<file path="src/sv/assert_macros.svh">
// Assertion helpers for the filter block.
// Define ASSERT_OFF to compile every check away.
`ifndef ASSERT_MACROS_SVH
`define ASSERT_MACROS_SVH

`ifndef ASSERT_OFF

// Check an implication in the same cycle.
`define ASSERT_SAME(label, clk, rst, ante, cons) \
  label: assert property (@(posedge clk) disable iff (rst) (ante) |-> (cons)) \
    else $error("assertion failed in %m");

// Check an implication whose consequent must hold in the next cycle.
`define ASSERT_NEXT(label, clk, rst, ante, cons) \
  label: assert property (@(posedge clk) disable iff (rst) (ante) |=> (cons)) \
    else $error("assertion failed in %m");

`else

`define ASSERT_SAME(label, clk, rst, ante, cons)
`define ASSERT_NEXT(label, clk, rst, ante, cons)

`endif

`endif

</file>
<file path="src/sv/svf_pkg.sv">
package svf_pkg;

  // Block sizing
  localparam int CHANNELS    = 4;
  localparam int OVERSAMPLE  = 3;
  localparam int STORE_DEPTH = 2 * CHANNELS;
  localparam int IDX_W       = $clog2(STORE_DEPTH);
  localparam int ITER_W      = $clog2(OVERSAMPLE);

  // Fixed-point constants
  localparam logic [16:0] ONE_Q16          = 17'd65536;
  localparam logic [16:0] MIN_CUTOFF_RESET = 17'd27;
  localparam logic [31:0] KX_Q32           = 32'd2231032131;

  // Divisors and their Q0.32 reciprocals
  localparam logic [31:0] DIV_D3    = 32'd6;
  localparam logic [31:0] DIV_D5    = 32'd120;
  localparam logic [31:0] DIV_D7    = 32'd5040;
  localparam logic [31:0] DIV_DOUT  = 32'd3;
  localparam logic [31:0] DIV_M3    = 32'((64'd1 << 32) / 6);
  localparam logic [31:0] DIV_M5    = 32'((64'd1 << 32) / 120);
  localparam logic [31:0] DIV_M7    = 32'((64'd1 << 32) / 5040);
  localparam logic [31:0] DIV_MOUT  = 32'((64'd1 << 32) / 3);

  // Payload words
  typedef struct packed {
    logic [1:0]         channel;
    logic signed [23:0] left_in;
    logic signed [23:0] right_in;
    logic [16:0]        cutoff;
    logic [1:0]         filter_mode;
    logic [16:0]        damping;
  } in_word_t;

  typedef struct packed {
    logic signed [23:0] left_out;
    logic signed [23:0] right_out;
  } out_word_t;

  typedef enum logic [1:0] {
    MODE_OFF = 2'd0,
    MODE_LP  = 2'd1,
    MODE_HP  = 2'd2,
    MODE_BP  = 2'd3
  } mode_t;

  // Multiplier operand selects
  typedef enum logic [3:0] {
    MA_C, MA_X, MA_X2, MA_X3, MA_X5, MA_F, MA_D, MA_DIVV, MA_Q
  } ma_t;

  typedef enum logic [2:0] {
    MB_KX, MB_X, MB_X2, MB_BP, MB_HP, MB_DIVM, MB_DIVD
  } mb_t;

  // Register write-back operations
  typedef enum logic [3:0] {
    WB_NONE, WB_X, WB_X2, WB_X3, WB_X5, WB_X7, WB_Q, WB_DIV, WB_F,
    WB_LOAD, WB_LP, WB_HP, WB_BP, WB_STORE, WB_PASS
  } wb_t;

  // Constant division terms
  typedef enum logic [1:0] {
    DT_X3, DT_X5, DT_X7, DT_OUT
  } dt_t;

  // Jump conditions
  typedef enum logic [1:0] {
    JC_NONE, JC_PASS, JC_ITER, JC_SIDE
  } jc_t;

  typedef enum logic {
    SQ_IDLE, SQ_RUN
  } seq_state_t;

  // Program layout
  localparam int STEP_W = 6;
  localparam logic [STEP_W-1:0] STEP_SIDE = 6'd23;
  localparam logic [STEP_W-1:0] STEP_ITER = 6'd24;
  localparam logic [STEP_W-1:0] STEP_PASS = 6'd35;

  typedef struct packed {
    ma_t               ma;
    mb_t               mb;
    wb_t               wb;
    dt_t               dt;
    jc_t               jc;
    logic [STEP_W-1:0] target;
    logic              done;
  } ucode_t;

  typedef struct packed {
    ucode_t uc;
    logic   side;
  } dp_ctl_t;

  typedef struct packed {
    logic idle;
    logic fire;
  } seq_stat_t;

  localparam ucode_t UC_NOP = '{ma: MA_C, mb: MB_KX, wb: WB_NONE, dt: DT_X3,
                                jc: JC_NONE, target: '0, done: 1'b0};

  function automatic ucode_t uw(input ma_t ma, input mb_t mb, input wb_t wb,
                                input dt_t dt, input jc_t jc,
                                input logic [STEP_W-1:0] target, input logic done);
    ucode_t w;
    w.ma     = ma;
    w.mb     = mb;
    w.wb     = wb;
    w.dt     = dt;
    w.jc     = jc;
    w.target = target;
    w.done   = done;
    return w;
  endfunction

  // Control store: a multiply launched in one step is written back in the next
  function automatic ucode_t ucode(input logic [STEP_W-1:0] a);
    ucode_t w;
    case (a)
      // coefficient: x, its square, then the odd powers; stage the passthrough word as well,
      // the filter path overwrites both results later
      6'd0:  w = uw(MA_C,    MB_KX,   WB_PASS,  DT_X3,  JC_PASS, STEP_PASS, 1'b0);
      6'd1:  w = uw(MA_C,    MB_KX,   WB_X,     DT_X3,  JC_NONE, '0, 1'b0);
      6'd2:  w = uw(MA_X,    MB_X,    WB_NONE,  DT_X3,  JC_NONE, '0, 1'b0);
      6'd3:  w = uw(MA_X,    MB_X,    WB_X2,    DT_X3,  JC_NONE, '0, 1'b0);
      6'd4:  w = uw(MA_X2,   MB_X,    WB_NONE,  DT_X3,  JC_NONE, '0, 1'b0);
      6'd5:  w = uw(MA_X2,   MB_X,    WB_X3,    DT_X3,  JC_NONE, '0, 1'b0);
      6'd6:  w = uw(MA_X3,   MB_X2,   WB_NONE,  DT_X3,  JC_NONE, '0, 1'b0);
      6'd7:  w = uw(MA_X3,   MB_X2,   WB_X5,    DT_X3,  JC_NONE, '0, 1'b0);
      6'd8:  w = uw(MA_X5,   MB_X2,   WB_NONE,  DT_X3,  JC_NONE, '0, 1'b0);
      6'd9:  w = uw(MA_X5,   MB_X2,   WB_X7,    DT_X3,  JC_NONE, '0, 1'b0);
      // x3 / 6
      6'd10: w = uw(MA_DIVV, MB_DIVM, WB_NONE,  DT_X3,  JC_NONE, '0, 1'b0);
      6'd11: w = uw(MA_DIVV, MB_DIVM, WB_Q,     DT_X3,  JC_NONE, '0, 1'b0);
      6'd12: w = uw(MA_Q,    MB_DIVD, WB_NONE,  DT_X3,  JC_NONE, '0, 1'b0);
      6'd13: w = uw(MA_Q,    MB_DIVD, WB_DIV,   DT_X3,  JC_NONE, '0, 1'b0);
      // x5 / 120
      6'd14: w = uw(MA_DIVV, MB_DIVM, WB_NONE,  DT_X5,  JC_NONE, '0, 1'b0);
      6'd15: w = uw(MA_DIVV, MB_DIVM, WB_Q,     DT_X5,  JC_NONE, '0, 1'b0);
      6'd16: w = uw(MA_Q,    MB_DIVD, WB_NONE,  DT_X5,  JC_NONE, '0, 1'b0);
      6'd17: w = uw(MA_Q,    MB_DIVD, WB_DIV,   DT_X5,  JC_NONE, '0, 1'b0);
      // x7 / 5040
      6'd18: w = uw(MA_DIVV, MB_DIVM, WB_NONE,  DT_X7,  JC_NONE, '0, 1'b0);
      6'd19: w = uw(MA_DIVV, MB_DIVM, WB_Q,     DT_X7,  JC_NONE, '0, 1'b0);
      6'd20: w = uw(MA_Q,    MB_DIVD, WB_NONE,  DT_X7,  JC_NONE, '0, 1'b0);
      6'd21: w = uw(MA_Q,    MB_DIVD, WB_DIV,   DT_X7,  JC_NONE, '0, 1'b0);
      6'd22: w = uw(MA_C,    MB_KX,   WB_F,     DT_X3,  JC_NONE, '0, 1'b0);
      // per side: load state, then the oversampled loop
      6'd23: w = uw(MA_C,    MB_KX,   WB_LOAD,  DT_X3,  JC_NONE, '0, 1'b0);
      6'd24: w = uw(MA_F,    MB_BP,   WB_NONE,  DT_X3,  JC_NONE, '0, 1'b0);
      6'd25: w = uw(MA_D,    MB_BP,   WB_LP,    DT_X3,  JC_NONE, '0, 1'b0);
      6'd26: w = uw(MA_D,    MB_BP,   WB_HP,    DT_X3,  JC_NONE, '0, 1'b0);
      6'd27: w = uw(MA_F,    MB_HP,   WB_NONE,  DT_X3,  JC_NONE, '0, 1'b0);
      6'd28: w = uw(MA_F,    MB_HP,   WB_BP,    DT_X3,  JC_ITER, STEP_ITER, 1'b0);
      // store state, then scale the sum by one twelfth
      6'd29: w = uw(MA_C,    MB_KX,   WB_STORE, DT_OUT, JC_NONE, '0, 1'b0);
      6'd30: w = uw(MA_DIVV, MB_DIVM, WB_NONE,  DT_OUT, JC_NONE, '0, 1'b0);
      6'd31: w = uw(MA_DIVV, MB_DIVM, WB_Q,     DT_OUT, JC_NONE, '0, 1'b0);
      6'd32: w = uw(MA_Q,    MB_DIVD, WB_NONE,  DT_OUT, JC_NONE, '0, 1'b0);
      6'd33: w = uw(MA_Q,    MB_DIVD, WB_DIV,   DT_OUT, JC_SIDE, STEP_SIDE, 1'b0);
      6'd34: w = uw(MA_C,    MB_KX,   WB_NONE,  DT_X3,  JC_NONE, '0, 1'b1);
      // passthrough: the word was staged in the first step
      6'd35: w = uw(MA_C,    MB_KX,   WB_NONE,  DT_X3,  JC_NONE, '0, 1'b1);
      default: w = UC_NOP;
    endcase
    return w;
  endfunction

endpackage

</file>
<file path="src/sv/svf_seq.sv">
module svf_seq (
  input  logic                clk,
  input  logic                rst,
  input  logic                start,
  input  logic                pass,
  input  logic                out_free,
  output svf_pkg::dp_ctl_t    ctl,
  output svf_pkg::seq_stat_t  stat
);
  import svf_pkg::*;

  seq_state_t        state, state_next;
  logic [STEP_W-1:0] step, step_next;
  logic [ITER_W-1:0] iter, iter_next;
  logic              side, side_next;
  ucode_t            uc;
  logic              fire;

  // Hold sequencer state
  always_ff @(posedge clk) begin
    if (rst) begin
      state <= SQ_IDLE;
      step  <= '0;
      iter  <= '0;
      side  <= 1'b0;
    end else begin
      state <= state_next;
      step  <= step_next;
      iter  <= iter_next;
      side  <= side_next;
    end
  end

  // Fetch the control word and pick the next step
  always_comb begin
    state_next = state;
    step_next  = step;
    iter_next  = iter;
    side_next  = side;
    uc         = UC_NOP;
    fire       = 1'b0;
    case (state)
      SQ_IDLE: begin
        if (start) begin
          state_next = SQ_RUN;
          step_next  = '0;
          iter_next  = '0;
          side_next  = 1'b0;
        end
      end
      SQ_RUN: begin
        uc = ucode(step);
        if (uc.done) begin
          // stall on the last step until the output register frees up
          if (out_free) begin
            fire       = 1'b1;
            state_next = SQ_IDLE;
          end
        end else begin
          step_next = STEP_W'(step + 1'b1);
          case (uc.jc)
            JC_PASS: begin
              if (pass) step_next = uc.target;
            end
            JC_ITER: begin
              if (iter == ITER_W'(OVERSAMPLE - 1)) begin
                iter_next = '0;
              end else begin
                iter_next = ITER_W'(iter + 1'b1);
                step_next = uc.target;
              end
            end
            JC_SIDE: begin
              if (!side) begin
                side_next = 1'b1;
                step_next = uc.target;
              end else begin
                side_next = 1'b0;
              end
            end
            default: ;
          endcase
        end
      end
      default: state_next = SQ_IDLE;
    endcase
  end

  assign ctl.uc    = uc;
  assign ctl.side  = side;
  assign stat.idle = (state == SQ_IDLE);
  assign stat.fire = fire;

endmodule

</file>
<file path="config.mk">
export PLATFORM = sky130hd
export DESIGN_NAME = svf_seq
export DESIGN_NICKNAME = d
export VERILOG_FILES = /design/src/sv/assert_macros.svh /design/src/sv/svf_pkg.sv /design/src/sv/svf_seq.sv
export SDC_FILE = /design/constraint.sdc
export NUM_CORES = 1
export LEC_CHECK = 0
export BUFFER_PORTS_ARGS = -buffer_cell sky130_fd_sc_hd__buf_2
export CORE_UTILIZATION = 37
export CTS_BUF_LIST = sky130_fd_sc_hd__clkbuf_8 sky130_fd_sc_hd__clkbuf_16
export DETAILED_ROUTE_END_ITERATION = 8
export GPL_ROUTABILITY_DRIVEN = 1
export GPL_TIMING_DRIVEN = 0
export PLACE_DENSITY_LB_ADDON = 0.15
export SLEW_MARGIN = 10
export SYNTH_ARGS = -nofsm -noshare
export SYNTH_HDL_FRONTEND = slang
export SYNTH_SLANG_ARGS = --single-unit
</file>
<file path="constraint.sdc">
create_clock -name clk -period 3.81 [get_ports clk]
set_clock_uncertainty 0.2 [all_clocks]
set_input_delay 0.762 -clock clk [delete_from_list [all_inputs] [get_ports clk]]
set_output_delay 0.762 -clock clk [all_outputs]
set_load 0.03 [all_outputs]
</file>
; ---- After elaboration in Yosys (flattened, before gate mapping)
; Memories as Yosys holds them, arrays and structs flattened. A register that Yosys moved wholly into a read port is not among the register bits.
; Cells that the tools add are included.
[classes]
shift = 0
add_sub_neg = 2
n_lt_le_gt_ge = 0
bitwise = 1
n_mux = 28
n_eq_ne = 8
n_mul = 0
n_div = 0
reduce_logical = 3
[op_table]
columns = operator, count
row1 = 22-bit 2-to-1 mux, 2
row2 = 6-bit 2-to-1 mux, 7
row3 = 6-bit case mux with 3 select lines, 1
row4 = 6-bit case mux with 2 select lines, 1
row5 = 1-bit 2-to-1 mux, 10
row6 = 2-bit 2-to-1 mux, 4
row7 = 6-bit by 1-bit adder with 6-bit output (second input constant), 1
row8 = 2-bit == test (second input constant), 3
row9 = 3-bit AND reduction, 2
row10 = 2-bit by 1-bit inequality test with 1-bit output (second input constant), 2
row11 = 2-bit inequality test (second input constant), 2
row12 = 1-bit case mux with 2 select lines, 2
row13 = 2-bit case mux with 2 select lines, 1
row14 = 2-bit by 1-bit adder with 2-bit output (second input constant), 1
row15 = 2-bit by 1-bit == test with 1-bit output (second input constant), 1
row16 = 2-bit AND reduction, 1
row17 = 1-bit NOT, 1
[totals]
out_inout_bits = 25
romBits = 1408
latch_bits = 0
inputBits = 5
ram_bits = 0
n_memories = 1
elab_cells = 47
register_bits = 10
[memory_table]
columns = name, depth, word_bits, rd, rd_ports_with_merged_regs, wr, line
row1 = (name not given), 64, 22, 1, 1, 0, svf_pkg.sv:122  ; case (a)

; ---- Depth between registers and ports, before layout
[depth]
ltp_word = 7
mapped_depth = 13
depth_no_buf = 11

; ---- Worst setup path before layout
; Ideal clock, no wire load.
[synth_path]
kind = input -> register
from = in pass
to = reg with a tool-made name
required_time_ns = 3.483
setup_slack_ns = 0.480
arrival_time_ns = 3.003
setup_time_ns = 0.127
n_path_buf = 1
cell_stages = 11
cell_sequence = nor2b_1 -> o21ai_1 -> buf_2 -> a21oi_1 -> a21oi_1 -> nor2_1 -> ha_1 -> a31oi_1 -> a2111oi_4 -> a2111oi_1 -> o31ai_2
[synth_rtl]
columns = item, line
row1 = from (decl), svf_seq.sv:5  ; input logic pass,

==> run_results.csv <==
group,metric,value,unit
synth,synthDominantCellAreaShare,28.3,%
synth,yosys.area.top_type,"dfxtp_1",
pwr,seq_power_share,40.9,%
grt,grtUsageTotal,19.1,%
timing,fin_setup_tns,0,ps
clock_tree,hold_buffers,0,
flow_run,max-cap-violations,0,
layout,multi_input_comb_area,1290,µm²
setup_path,slowest_delay,410,ps
layout,seqCellArea,581,µm²
layout,fraction_of_final_layout_cells_sized_beyond_drive_strength_1,24.6,%
clock_tree,clock_path_buffers,2,
synth,post_synth_inst_count,243,
layout,mostFrequentLayoutCells,"buf_2, dfxtp_1, and2_1",
route,first_pass_iters,4,
layout,num-fill-cells,516,
timing,finalCritPeriodShare,93.9,%
clock_tree,tritoncts.num_buffers,5,
route,drt-initial-drc-count,154,
route,drcViolationCount,0,
clock_tree,cts.sink_count,29,
timing,timing_hold_violations_final,0,
route,detail_route.wl_per_cell,15.4,µm
pwr,p_per_area,341,nW/µm²
grt,grt_max_degree,14,
layout,layout.nets,297,
synth,postSynth.asyncResetShare,0,%
timing,finalSetupViolations,0,
clock_tree,clock_tree.root_cell,"clkbuf_8",
timing,final.min_clock_period,3580,ps
setup_path,worst_ep_arrival_time,3540,ps
grt,grt_first_pass_wirelength,8.84,mm
timing,unrepaired_setup_endpoints_after_global_routing,"false",
synth,ys_dominant_reg_cell,"dfxtp_1",
pwr,clock_power_share,35.7,%
synth,synth_nets,261,
die,core_area,5200,µm²
synth,syn-cell-area,2050,µm²
synth,synth.area.top_cells,"dfxtp_1, ha_1, and2_1, a21oi_1, nand2_1",
place,place_hpwl,3.86,mm
clock_tree,post_cts.resized_instances,0,
pwr,comb_power_share,23.3,%
synth,synth_cell_type_count,62,
grt,antenna_violations_before_repair,0,
timing,worst-slew-pin-transition,634,ps
pwr,intPower,0.000557,W
place,port_buffers,29,
timing,final-max-slew-violation-count,0,
timing,setup_slack,231,ps
route,wl,5.38,mm
setup_path,crit_top_cell,"buf_2",
grt,grt_pass1_vias,1734,
die,die-height,76.4,µm
die,die_w,76.4,µm
route,viasPerCell,5.36,
die,floorplan.initialDensity,39.4,%
clock_tree,worst_setup_hold_path_clk_slew,60,ps
route,ant_nets,0,
synth,synth.avg_cell_area,8.43,µm²
layout,antenna_cells,0,
synth,number_of_synthesized_flops_with_an_enable_pin,0,
place,gpl.final_weighted_congestion,0.922,
layout,layout_commonest_cell,"buf_2",
setup_path,setup.worst_path.start_class,"input pin",
pwr,power.leakage,1.04,nW
timing,max_freq,279,MHz
setup_path,critical_path_class,"in2reg",
setup_path,cp.required,3770,ps
die,io-pin-count,30,
setup_path,worst-path-max-fanout,10,
die,die_area,5840,µm²
grt,grt.overflow.total,0,
layout,area_growth_syn_to_layout,16.7,%
setup_path,cp_slowest_cell,"a21oi_2",
synth,synth-warning-count,0,
clock_tree,clock_latency,290,ps
die,num_rows,26,
pwr,net-switching-power,0.000257,W
synth,ys_seq_area_share,28.3,%
min_path,worstHoldPathType,"reg2reg",
place,dpl_ws,-276,ps
route,routed-via-count,1876,
pwr,vdd.ir_drop.worst,0.000157,V
setup_path,critical_path.cell_chain,"buf_2, nor2b_1, o21ai_1, buf_2, a21oi_1, a21oi_2, or2_2, inv_1, ha_1, mux2_2, a221oi_1, o31ai_2",
clock_tree,htree_num_levels,2,
synth,postSynthRegisterBits,29,
timing,slew_headroom,57.8,%
status,outcome,"complete, no violations",
clock_tree,tritoncts,"built",
setup_path,cp-end-kind,"flip-flop",
pwr,power_switching_share,31.6,%
clock_tree,cts.repair_timing.setup_buffer_count,0,
==> final timing paths <==
kind | startpoint | cells past startpoint | slack, ps | end
worst max-delay path | pass | 12 | 230 | flip-flop
worst min-delay path | side | 2 | 320 | side
worst max register to register | state | 12 | 280 | flip-flop
worst min register to register | side | 2 | 320 | side
==> logic make-up after synthesis <==
group / synth area share [%]
flops: 28.3
compound gates: 26.1
mux: 3.05
fa+ha+maj: 7.94
buf+inv: 9.10
simple gates: 25.4
==> power by group through the flow <==
stage	Sequential (W)	Combinational, W	Clock (W)
floorplan	0.000338	0.000140	0
global placement	0.000339	0.000187	0
detailed placement	0.000340	0.000186	0
CTS	0.000333	0.000187	0.000298
global route	0.000336	0.000208	0.000312
finish	0.000333	0.000190	0.000291
==> through the flow <==
stage               power [W]  instance area, µm²  cells  utilization, %  hold WS, ps
finish               0.000814                2390    350            45.9          315
global route         0.000856                2390    350            45.9          360
CTS                  0.000818                2380    350            45.8          317
detailed placement   0.000526                2280    342            43.8          311
global placement     0.000526                2280    342            43.8          294
floorplan            0.000478                2050    243               -          272
==> Yosys cell counts (3+ instances only) <==
cell type	number
o21ai_0	11
nand2_1	17
buf_4	6
ha_1	13
and2_1	18
nand3_1	7
buf_6	3
clkbuf_1	6
and3_1	5
nor3_1	7
inv_1	14
nor2b_1	4
a31oi_1	5
mux2i_1	4
a21oi_1	15
nor3b_1	4
o31ai_1	3
dfxtp_1	29
buf_2	4
nor2_1	10
a2bb2oi_1	3
==> cell type report <==
class,instances,share of cell area (%)
Multi-Input combinational cell,179,53.9
Sequential cell,29,24.3
Timing Repair Buffer,29,6.07
Buffer,19,5.08
Clock buffer,7,4.03
Tap cell,70,3.66
Inverter,16,2.72
Clock inverter,1,0.209
==> metal layers <==
layer	wire (µm)	track usage (%)	part of all wire, %
met2	2250	27.9	42
met5	0	0	0
met3	295	3.83	5.5
met4	91	6.54	1.7
met1	2730	27.5	51
==> worst max-delay path: cells and delay by family <==
kind | cells | cell delay (ps)
buffers and inverters | 3 | 550
muxes | 1 | 280
and+or+nand+nor | 2 | 480
adders and majority gates | 1 | 290
AOI/OAI and AO/OA | 5 | 1180
No activity file was read; power rests on OpenSTA's default activity.
